===== config.mk =====
export PLATFORM = sky130hd
export DESIGN_NAME = api_frame_receiver
export DESIGN_NICKNAME = d
export VERILOG_FILES = /design/src/afr_pkg.sv /design/src/afr_in_stage.sv /design/src/afr_parser.sv /design/src/afr_out_stage.sv /design/src/api_frame_receiver.sv
export VERILOG_INCLUDE_DIRS = /design/src /design/src/src
export SDC_FILE = /design/constraint.sdc
export NUM_CORES = 1
export LEC_CHECK = 0
export BUFFER_PORTS_ARGS = -buffer_cell sky130_fd_sc_hd__clkbuf_2
export CORE_MARGIN = 2
export CORE_UTILIZATION = 35
export CTS_CLUSTER_SIZE = 8
export DETAILED_ROUTE_END_ITERATION = 16
export GPL_ROUTABILITY_DRIVEN = 0
export RECOVER_POWER = 25
export SYNTH_ARGS = -nofsm -noshare
export SYNTH_HDL_FRONTEND = slang
export SYNTH_SLANG_ARGS = --single-unit

===== constraint.sdc =====
create_clock -name clk -period 4.5 [get_ports clk]
set_clock_uncertainty 0.2 [all_clocks]
set_input_delay 0.45 -clock clk [delete_from_list [all_inputs] [get_ports clk]]
set_output_delay 0.45 -clock clk [all_outputs]
set_load 0.01 [all_outputs]

===== src/api_frame_receiver_defines.svh =====
// Assertion macros for the API frame receiver.
// Included by api_frame_receiver, the module that carries the concurrent assertions; no other dependencies.
`ifndef API_FRAME_RECEIVER_DEFINES_SVH
`define API_FRAME_RECEIVER_DEFINES_SVH

// Same-cycle implication, checked outside reset.
`define AFR_ASSERT_IMPLY(label, clk, rst, ante, cons) \
  label: assert property (@(posedge clk) disable iff (rst) (ante) |-> (cons)) \
    else $error("api_frame_receiver: implication check failed");

// Next-cycle implication, checked outside reset.
`define AFR_ASSERT_NEXT(label, clk, rst, ante, cons) \
  label: assert property (@(posedge clk) disable iff (rst) (ante) |=> (cons)) \
    else $error("api_frame_receiver: next-cycle check failed");

`endif


===== src/afr_pkg.sv =====
// Shared types and constants for the API frame receiver.
// Used by the parser, the result register and the top level of the block; depends on nothing.
package afr_pkg;

  localparam logic [7:0]  FRAME_DELIM    = 8'h7E;
  localparam logic [7:0]  SMS_RX_TYPE    = 8'h9F;
  localparam logic [7:0]  SUM_COMPLEMENT = 8'hFF;
  localparam logic [15:0] BUF_SIZE_RESET = 16'd256;
  localparam int          POS_W          = 17;

  localparam logic [1:0] STATUS_GOOD     = 2'd0;
  localparam logic [1:0] STATUS_BAD      = 2'd1;
  localparam logic [1:0] STATUS_OVERFLOW = 2'd2;

  typedef struct packed {
    logic [1:0]  status;
    logic [7:0]  frame_type;
    logic        is_sms_rx;
    logic [15:0] frame_length;
  } result_t;

  typedef struct packed {
    logic    valid;
    result_t res;
  } step_t;

endpackage


===== src/afr_in_stage.sv =====
// Input register for received bytes.
// Depends on nothing; holds one byte and its valid bit.
module afr_in_stage (
  input  logic       clk,
  input  logic       rst,
  input  logic [7:0] data_byte,
  input  logic       in_valid,
  output logic       in_ready,
  input  logic       advance,
  output logic       byte_valid,
  output logic [7:0] byte_q
);

  assign in_ready = !byte_valid || advance;

  always_ff @(posedge clk) begin
    if (rst) begin
      byte_valid <= 1'b0;
    end else if (in_valid && in_ready) begin
      byte_valid <= 1'b1;
    end else if (advance) begin
      byte_valid <= 1'b0;
    end
  end

  always_ff @(posedge clk) begin
    if (in_valid && in_ready) begin
      byte_q <= data_byte;
    end
  end

endmodule


===== src/afr_parser.sv =====
// Frame parser: frame state registers and the per-byte next-state logic.
// Depends on afr_pkg for constants and the step_t result type.
module afr_parser (
  input  logic           clk,
  input  logic           rst,
  input  logic           step_en,
  input  logic [7:0]     byte_in,
  input  logic [15:0]    buffer_size,
  output afr_pkg::step_t step
);

  logic                      in_frame, in_frame_next;
  logic [afr_pkg::POS_W-1:0] position, position_next;
  logic [15:0]               length_field, length_field_next;
  logic [7:0]                running_sum, running_sum_next;
  logic [7:0]                first_data_byte, first_data_byte_next;
  logic [afr_pkg::POS_W-1:0] pos_inc;
  logic [afr_pkg::POS_W-1:0] data_end;
  logic                      good;
  logic [7:0]                ft;

  assign pos_inc  = position + afr_pkg::POS_W'(1);
  assign data_end = {1'b0, length_field} + afr_pkg::POS_W'(3);
  assign good     = ((afr_pkg::SUM_COMPLEMENT - running_sum) == byte_in);
  assign ft       = (length_field == 16'd0) ? 8'd0 : first_data_byte;

  always_comb begin
    in_frame_next        = in_frame;
    position_next        = position;
    length_field_next    = length_field;
    running_sum_next     = running_sum;
    first_data_byte_next = first_data_byte;
    step                 = '0;
    if (step_en) begin
      if (byte_in == afr_pkg::FRAME_DELIM) begin
        in_frame_next        = 1'b1;
        position_next        = '0;
        length_field_next    = '0;
        running_sum_next     = '0;
        first_data_byte_next = '0;
      end else if (in_frame) begin
        if (pos_inc > {1'b0, buffer_size}) begin
          in_frame_next           = 1'b0;
          step.valid              = 1'b1;
          step.res.status         = afr_pkg::STATUS_OVERFLOW;
          step.res.frame_length   = length_field;
        end else begin
          position_next = pos_inc;
          if (pos_inc == afr_pkg::POS_W'(1)) begin
            length_field_next = {byte_in, 8'h00};
          end else if (pos_inc == afr_pkg::POS_W'(2)) begin
            length_field_next = {length_field[15:8], byte_in};
          end else if (pos_inc < data_end) begin
            if (pos_inc == afr_pkg::POS_W'(3)) begin
              first_data_byte_next = byte_in;
            end
            running_sum_next = running_sum + byte_in;
          end else begin
            in_frame_next         = 1'b0;
            step.valid            = 1'b1;
            step.res.status       = good ? afr_pkg::STATUS_GOOD : afr_pkg::STATUS_BAD;
            step.res.frame_type   = ft;
            step.res.is_sms_rx    = good && (length_field != 16'd0)
                                    && (ft == afr_pkg::SMS_RX_TYPE);
            step.res.frame_length = length_field;
          end
        end
      end
    end
  end

  always_ff @(posedge clk) begin
    if (rst) begin
      in_frame        <= 1'b0;
      position        <= '0;
      length_field    <= '0;
      running_sum     <= '0;
      first_data_byte <= '0;
    end else begin
      in_frame        <= in_frame_next;
      position        <= position_next;
      length_field    <= length_field_next;
      running_sum     <= running_sum_next;
      first_data_byte <= first_data_byte_next;
    end
  end

endmodule


===== src/afr_out_stage.sv =====
// Result register that holds one frame report until it is taken.
// Depends on afr_pkg for the step_t and result_t types.
module afr_out_stage (
  input  logic             clk,
  input  logic             rst,
  input  afr_pkg::step_t   step,
  input  logic             out_ready,
  output logic             advance,
  output logic             out_valid,
  output afr_pkg::result_t res_q
);

  assign advance = !out_valid || out_ready;

  always_ff @(posedge clk) begin
    if (rst) begin
      out_valid <= 1'b0;
    end else if (advance) begin
      out_valid <= step.valid;
    end
  end

  always_ff @(posedge clk) begin
    if (advance && step.valid) begin
      res_q <= step.res;
    end
  end

endmodule


===== src/api_frame_receiver.sv =====
// API frame receiver: checks framing and checksum of a received modem byte stream.
// Depends on afr_pkg, api_frame_receiver_defines.svh, afr_in_stage, afr_parser and
// afr_out_stage.
//
// The block accepts one byte per clock cycle unless its input stalls, and reports each
// finished frame once: checksum good or bad, frame type, SMS-received flag and length, or
// an overflow when a frame runs past buffer_size byte positions. A byte accepted at a clock
// edge waits in the input register and is parsed from there; its report is loaded into the
// result register at an edge on which that register can advance, and stays on the outputs
// until it is taken. A report is made for the checksum byte or the overflowing byte.
// While a report waits to be taken, one more byte can enter the input register; after
// that the input stalls until out_ready rises, whether or not the waiting byte ends a
// frame. buffer_size is written through cfg_wr_en and cfg_wr_data and resets to 256.
`include "api_frame_receiver_defines.svh"

module api_frame_receiver (
  input  logic        clk,
  input  logic        rst,
  input  logic        cfg_wr_en,
  input  logic [15:0] cfg_wr_data,
  input  logic [7:0]  data_byte,
  input  logic        in_valid,
  output logic        in_ready,
  output logic [1:0]  status,
  output logic [7:0]  frame_type,
  output logic        is_sms_rx,
  output logic [15:0] frame_length,
  output logic        out_valid,
  input  logic        out_ready
);

  logic [15:0]      buffer_size;
  logic             advance;
  logic             byte_valid;
  logic [7:0]       byte_q;
  afr_pkg::step_t   step;
  afr_pkg::result_t res_q;

  always_ff @(posedge clk) begin
    if (rst) begin
      buffer_size <= afr_pkg::BUF_SIZE_RESET;
    end else if (cfg_wr_en) begin
      buffer_size <= cfg_wr_data;
    end
  end

  afr_in_stage u_in_stage (
    .clk        (clk),
    .rst        (rst),
    .data_byte  (data_byte),
    .in_valid   (in_valid),
    .in_ready   (in_ready),
    .advance    (advance),
    .byte_valid (byte_valid),
    .byte_q     (byte_q)
  );

  afr_parser u_parser (
    .clk         (clk),
    .rst         (rst),
    .step_en     (byte_valid && advance),
    .byte_in     (byte_q),
    .buffer_size (buffer_size),
    .step        (step)
  );

  afr_out_stage u_out_stage (
    .clk       (clk),
    .rst       (rst),
    .step      (step),
    .out_ready (out_ready),
    .advance   (advance),
    .out_valid (out_valid),
    .res_q     (res_q)
  );

  assign status       = res_q.status;
  assign frame_type   = res_q.frame_type;
  assign is_sms_rx    = res_q.is_sms_rx;
  assign frame_length = res_q.frame_length;

  `AFR_ASSERT_IMPLY(a_overflow_fields, clk, rst,
    out_valid && (status == afr_pkg::STATUS_OVERFLOW), (frame_type == 8'd0) && !is_sms_rx)
  `AFR_ASSERT_IMPLY(a_sms_needs_good, clk, rst, out_valid && is_sms_rx,
    (status == afr_pkg::STATUS_GOOD) && (frame_type == afr_pkg::SMS_RX_TYPE))
  `AFR_ASSERT_IMPLY(a_status_code, clk, rst, out_valid,
    (status == afr_pkg::STATUS_GOOD) || (status == afr_pkg::STATUS_BAD)
    || (status == afr_pkg::STATUS_OVERFLOW))
  `AFR_ASSERT_IMPLY(a_stall_only_when_full, clk, rst, !in_ready,
    byte_valid && out_valid && !out_ready)
  `AFR_ASSERT_NEXT(a_report_loads, clk, rst, advance && step.valid, out_valid)

endmodule


==> summary.txt <==
Timing
  – Slew headroom: 22.9%
  – Fin crit period: 4.18 ns
  – Least-Margin Pin Slew: 1.16 ns
  – Max frequency: 239 MHz
  – Unrepaired setup endpoints after global routing: no
  – Fin crit share: 92.9%
  – Final hold vios: 0
  – Finish-stage setup viols: 0
  – Slew Viols, Final: 0
  – Fin Setup TNS: 0 ns

Die
  – Initial cell density of the core: 35.9%
  – Die Y: 132 µm
  – DIE AREA: 0.0173 mm²
  – Area of the core: 0.0159 mm²
  – Std-Cell Rows: 46
  – Die Wd: 132 µm
  – Ports: 58

Cells and area
  – Area delta synth->final: 14.4%
  – Nets: 707
  – Area of the multi-input gates: 0.00306 mm²
  – Antenna Cells: 0
  – Share of layout cells above drive strength 1: 14.1%
  – Fill count: 1,613
  – Register area: 0.00241 mm²
  – Core Util, Final: 41.0%

Synth
  – Distinct cells, synth: 71
  – Post-Synth Adder-Cell Area: 10.0%
  – Post-Synth Simple-Gate Area: 20.2%
  – Async SR Flop Fraction: 0%
  – Area contributors post-synth: dfxtp_1 24%, edfxtp_1 18%, ha_1 9.7%
  – Yosys top cell area share: 23.9%
  – Synthesized Nets: 654
  – Xor and xnor area share after synthesis: 5.38%
  – Main synth FF type: dfxtp_1
  – Largest area contributor in the netlist: dfxtp_1
  – Post-Syn Area per Cell: 9.82 µm²
  – YS warnings: 0
  – Main combinational cell family by area after synthesis: simple AND/OR/NAND/NOR gates
  – Post-synth EDFFs: 35
  – Post-synth top cells: 68 x dfxtp_1, 56 x nor2_1, 44 x ha_1
  – Mapped Cells: 580
  – Yosys reg bits: 103
  – Mux cell area share after synthesis: 2.81%
  – Post-synthesis sequential area ratio: 42.3%
  – Post-Syn Area: 0.00570 mm²
  – Most numerous cell in the Yosys netlist: dfxtp_1
  – Synth Area in Compound Gates: 15.1%

Critical path
  – Crit end category: flip-flop
  – Crit Path Class: reg -> reg
  – WP data arrival: 4.10 ns
  – Max Fanout on Critical Path: 40
  – Data required, critical path: 4.42 ns
  – CP Launch Type: flip-flop

CTS
  – CTS tree: done
  – Post-CTS Hold Buffers: 0
  – Setup bufs post-CTS: 0
  – Clk sinks: 103
  – CTS root buf: clkbuf_16
  – Clock slew at reported path FFs: 0.07 ns
  – Htree depth: 3
  – Clk buf depth: 2
  – Clk_lat worst skew: 0.36 ns
  – CTS Buf Count: 9

Pwr
  – Worst IR drop on VDD: 170 µV
  – Power Dens Cells: 295 mW/mm²
  – Pleak: 2.61 nW

Worst hold path
  – Tightest Hold Check Type: in -> reg

Global route
  – Initial antenna violation count: 0
  – Largest net degree at the start of global routing: 52
  – Total GRT Usage: 16.4%
  – Vias in the first global route: 4,522
  – First-pass GRT wire length: 22,900 µm
  – Grt ovf: 0

Route
  – Routed WL: 13,900 µm
  – Post-route DRC: 0
  – Routed length per instance: 16.3 µm
  – Initial DRC count: 331
  – Routed vias: 4,491
  – Via density: 5.26
  – Routed Antenna Nets: 0
  – Drt pass-1 iters: 6

Run
  – Max Cap Viol: 0

Run status
  – Status: finished clean

Placement
  – HPWL Detailed: 10,400 µm
  – # port buffers: 57
## placed cells by master (no fill, tap or decap), types with 3 or more instances in the layout
cell | netlist | layout
xor2_1 | 19 | 19
nand2b_1 | 5 | 5
dfxtp_1 | 68 | 67
a311oi_1 | 5 | 5
o211ai_1 | 4 | 4
clkbuf_1 | 15 | 17
clkbuf_2 | 0 | 40
inv_1 | 24 | 24
and2_1 | 23 | 23
clkbuf_16 | 0 | 9
a22o_1 | 12 | 12
xnor2_1 | 16 | 16
or4_1 | 3 | 3
nor3_1 | 11 | 10
ha_1 | 44 | 44
a21oi_1 | 22 | 22
nor4_1 | 8 | 8
inv_8 | 0 | 3
nor2_1 | 56 | 55
nor2b_1 | 3 | 3
and3_1 | 5 | 5
buf_4 | 4 | 11
mux2i_1 | 16 | 16
edfxtp_1 | 35 | 35
nand4_1 | 10 | 10
a21o_1 | 9 | 9
o21ai_0 | 17 | 17
nand3b_1 | 3 | 3
a211oi_1 | 4 | 4
nor3_2 | 2 | 3
nand3_1 | 27 | 27
a22oi_1 | 18 | 18
nand2_1 | 39 | 39
## routing by layer
metal	global-route usage, %	vias up	routed length [µm]
met5	0	-	0
met4	6.58	0	305
met3	3.05	20	769
met2	26.3	119	6380
met1	21.9	2121	6440
li1	-	2231	-
## timing repair
action / 4_1_cts / 5_1_grt
endpoints found under the hold margin: 0 / 0
setup endpoints to repair: 0 / 15
resized for setup: 0 / 1
## flip-flops by register name, summed over array words and instances, names as in the netlist
| name | flops |
|---|---|
| u_parser.position | 17 |
| u_in_stage.byte_valid | 1 |
| u_parser.in_frame | 1 |
| u_out_stage.res_q | 27 |
| buffer_size | 16 |
| u_parser.first_data_byte | 8 |
| u_parser.length_field | 16 |
| u_in_stage.byte_q | 8 |
| u_out_stage.out_valid | 1 |
| u_parser.running_sum | 8 |
## area by class of cell
cell class / instances / area share (%)
multi-input combinational: 426 / 46.9
tap: 216 / 4.15
clock inverter: 6 / 1.25
inverter: 24 / 1.38
timing repair buffer: 69 / 5.62
sequential: 103 / 37.0
clock buffer: 10 / 3.67
## per-stage QoR
step | cell area [µm²] | hold slack, ns | worst slack, ns | total power [mW] | std cells
after CTS | 6540 | 0.0529 | 0.248 | 1.94 | 854
after global routing | 6520 | 0.0564 | 0.0341 | 1.99 | 854
after global placement | 6220 | 0.252 | 0.504 | 1.09 | 838
final | 6520 | 0.0618 | 0.318 | 1.92 | 854
after detailed placement | 6220 | 0.272 | 0.274 | 1.10 | 838
after floorplan | 5700 | 0.239 | 0.568 | 1.06 | 580
## path summary, 6_finish.rpt
kind	start	end	slack (ns)	cells after the start
worst max register to register	u_parser.position[2]$_SDFFE_PP0P_	u_out_stage.res_q[8]$_SDFFCE_PP0P_	0.32	15
worst min-delay path	data_byte[6]	u_in_stage.byte_q[6]$_DFFE_PP_	0.06	1
worst max-delay path	u_parser.position[2]$_SDFFE_PP0P_	u_out_stage.res_q[8]$_SDFFCE_PP0P_	0.32	15
worst min register to register	u_parser.first_data_byte[4]$_SDFFE_PP0P_	u_parser.first_data_byte[4]$_SDFFE_PP0P_	0.29	2
## worst max-delay path: stages, from the launching register on
cell and delay [ns]:
dfxtp_1 0.60, nand3_2 0.27, nor3_1 0.32, buf_4 0.17, xor2_1 0.25, ha_1 0.30
a211oi_1 0.26, o21ai_0 0.16, a22oi_1 0.20, a21boi_0 0.12, buf_4 0.16, or2_2 0.30
a21oi_2 0.18, nor2_4 0.06, buf_12 0.18, and2_1 0.17
## power breakdown
group          internal [mW]  switching [mW]  leakage (nW)  total [mW]
sequential             0.971          0.0192         0.916       0.990
clock                  0.463           0.388         0.159       0.851
combinational         0.0365          0.0457          1.54      0.0822
total                   1.47           0.453          2.61        1.92
## cell families (layout without fill, tap and decap cells)
logic type | Yosys count | after routing
DFF | 103 | 103
muxes | 16 | 16
xor gates and xnor gates | 35 | 35
adders and majority gates | 45 | 45
AOI/OAI and AO/OA | 116 | 116
buffers and inverters | 51 | 109
and+or+nand+nor | 214 | 214
No activity file was read; power rests on OpenSTA's default activity.
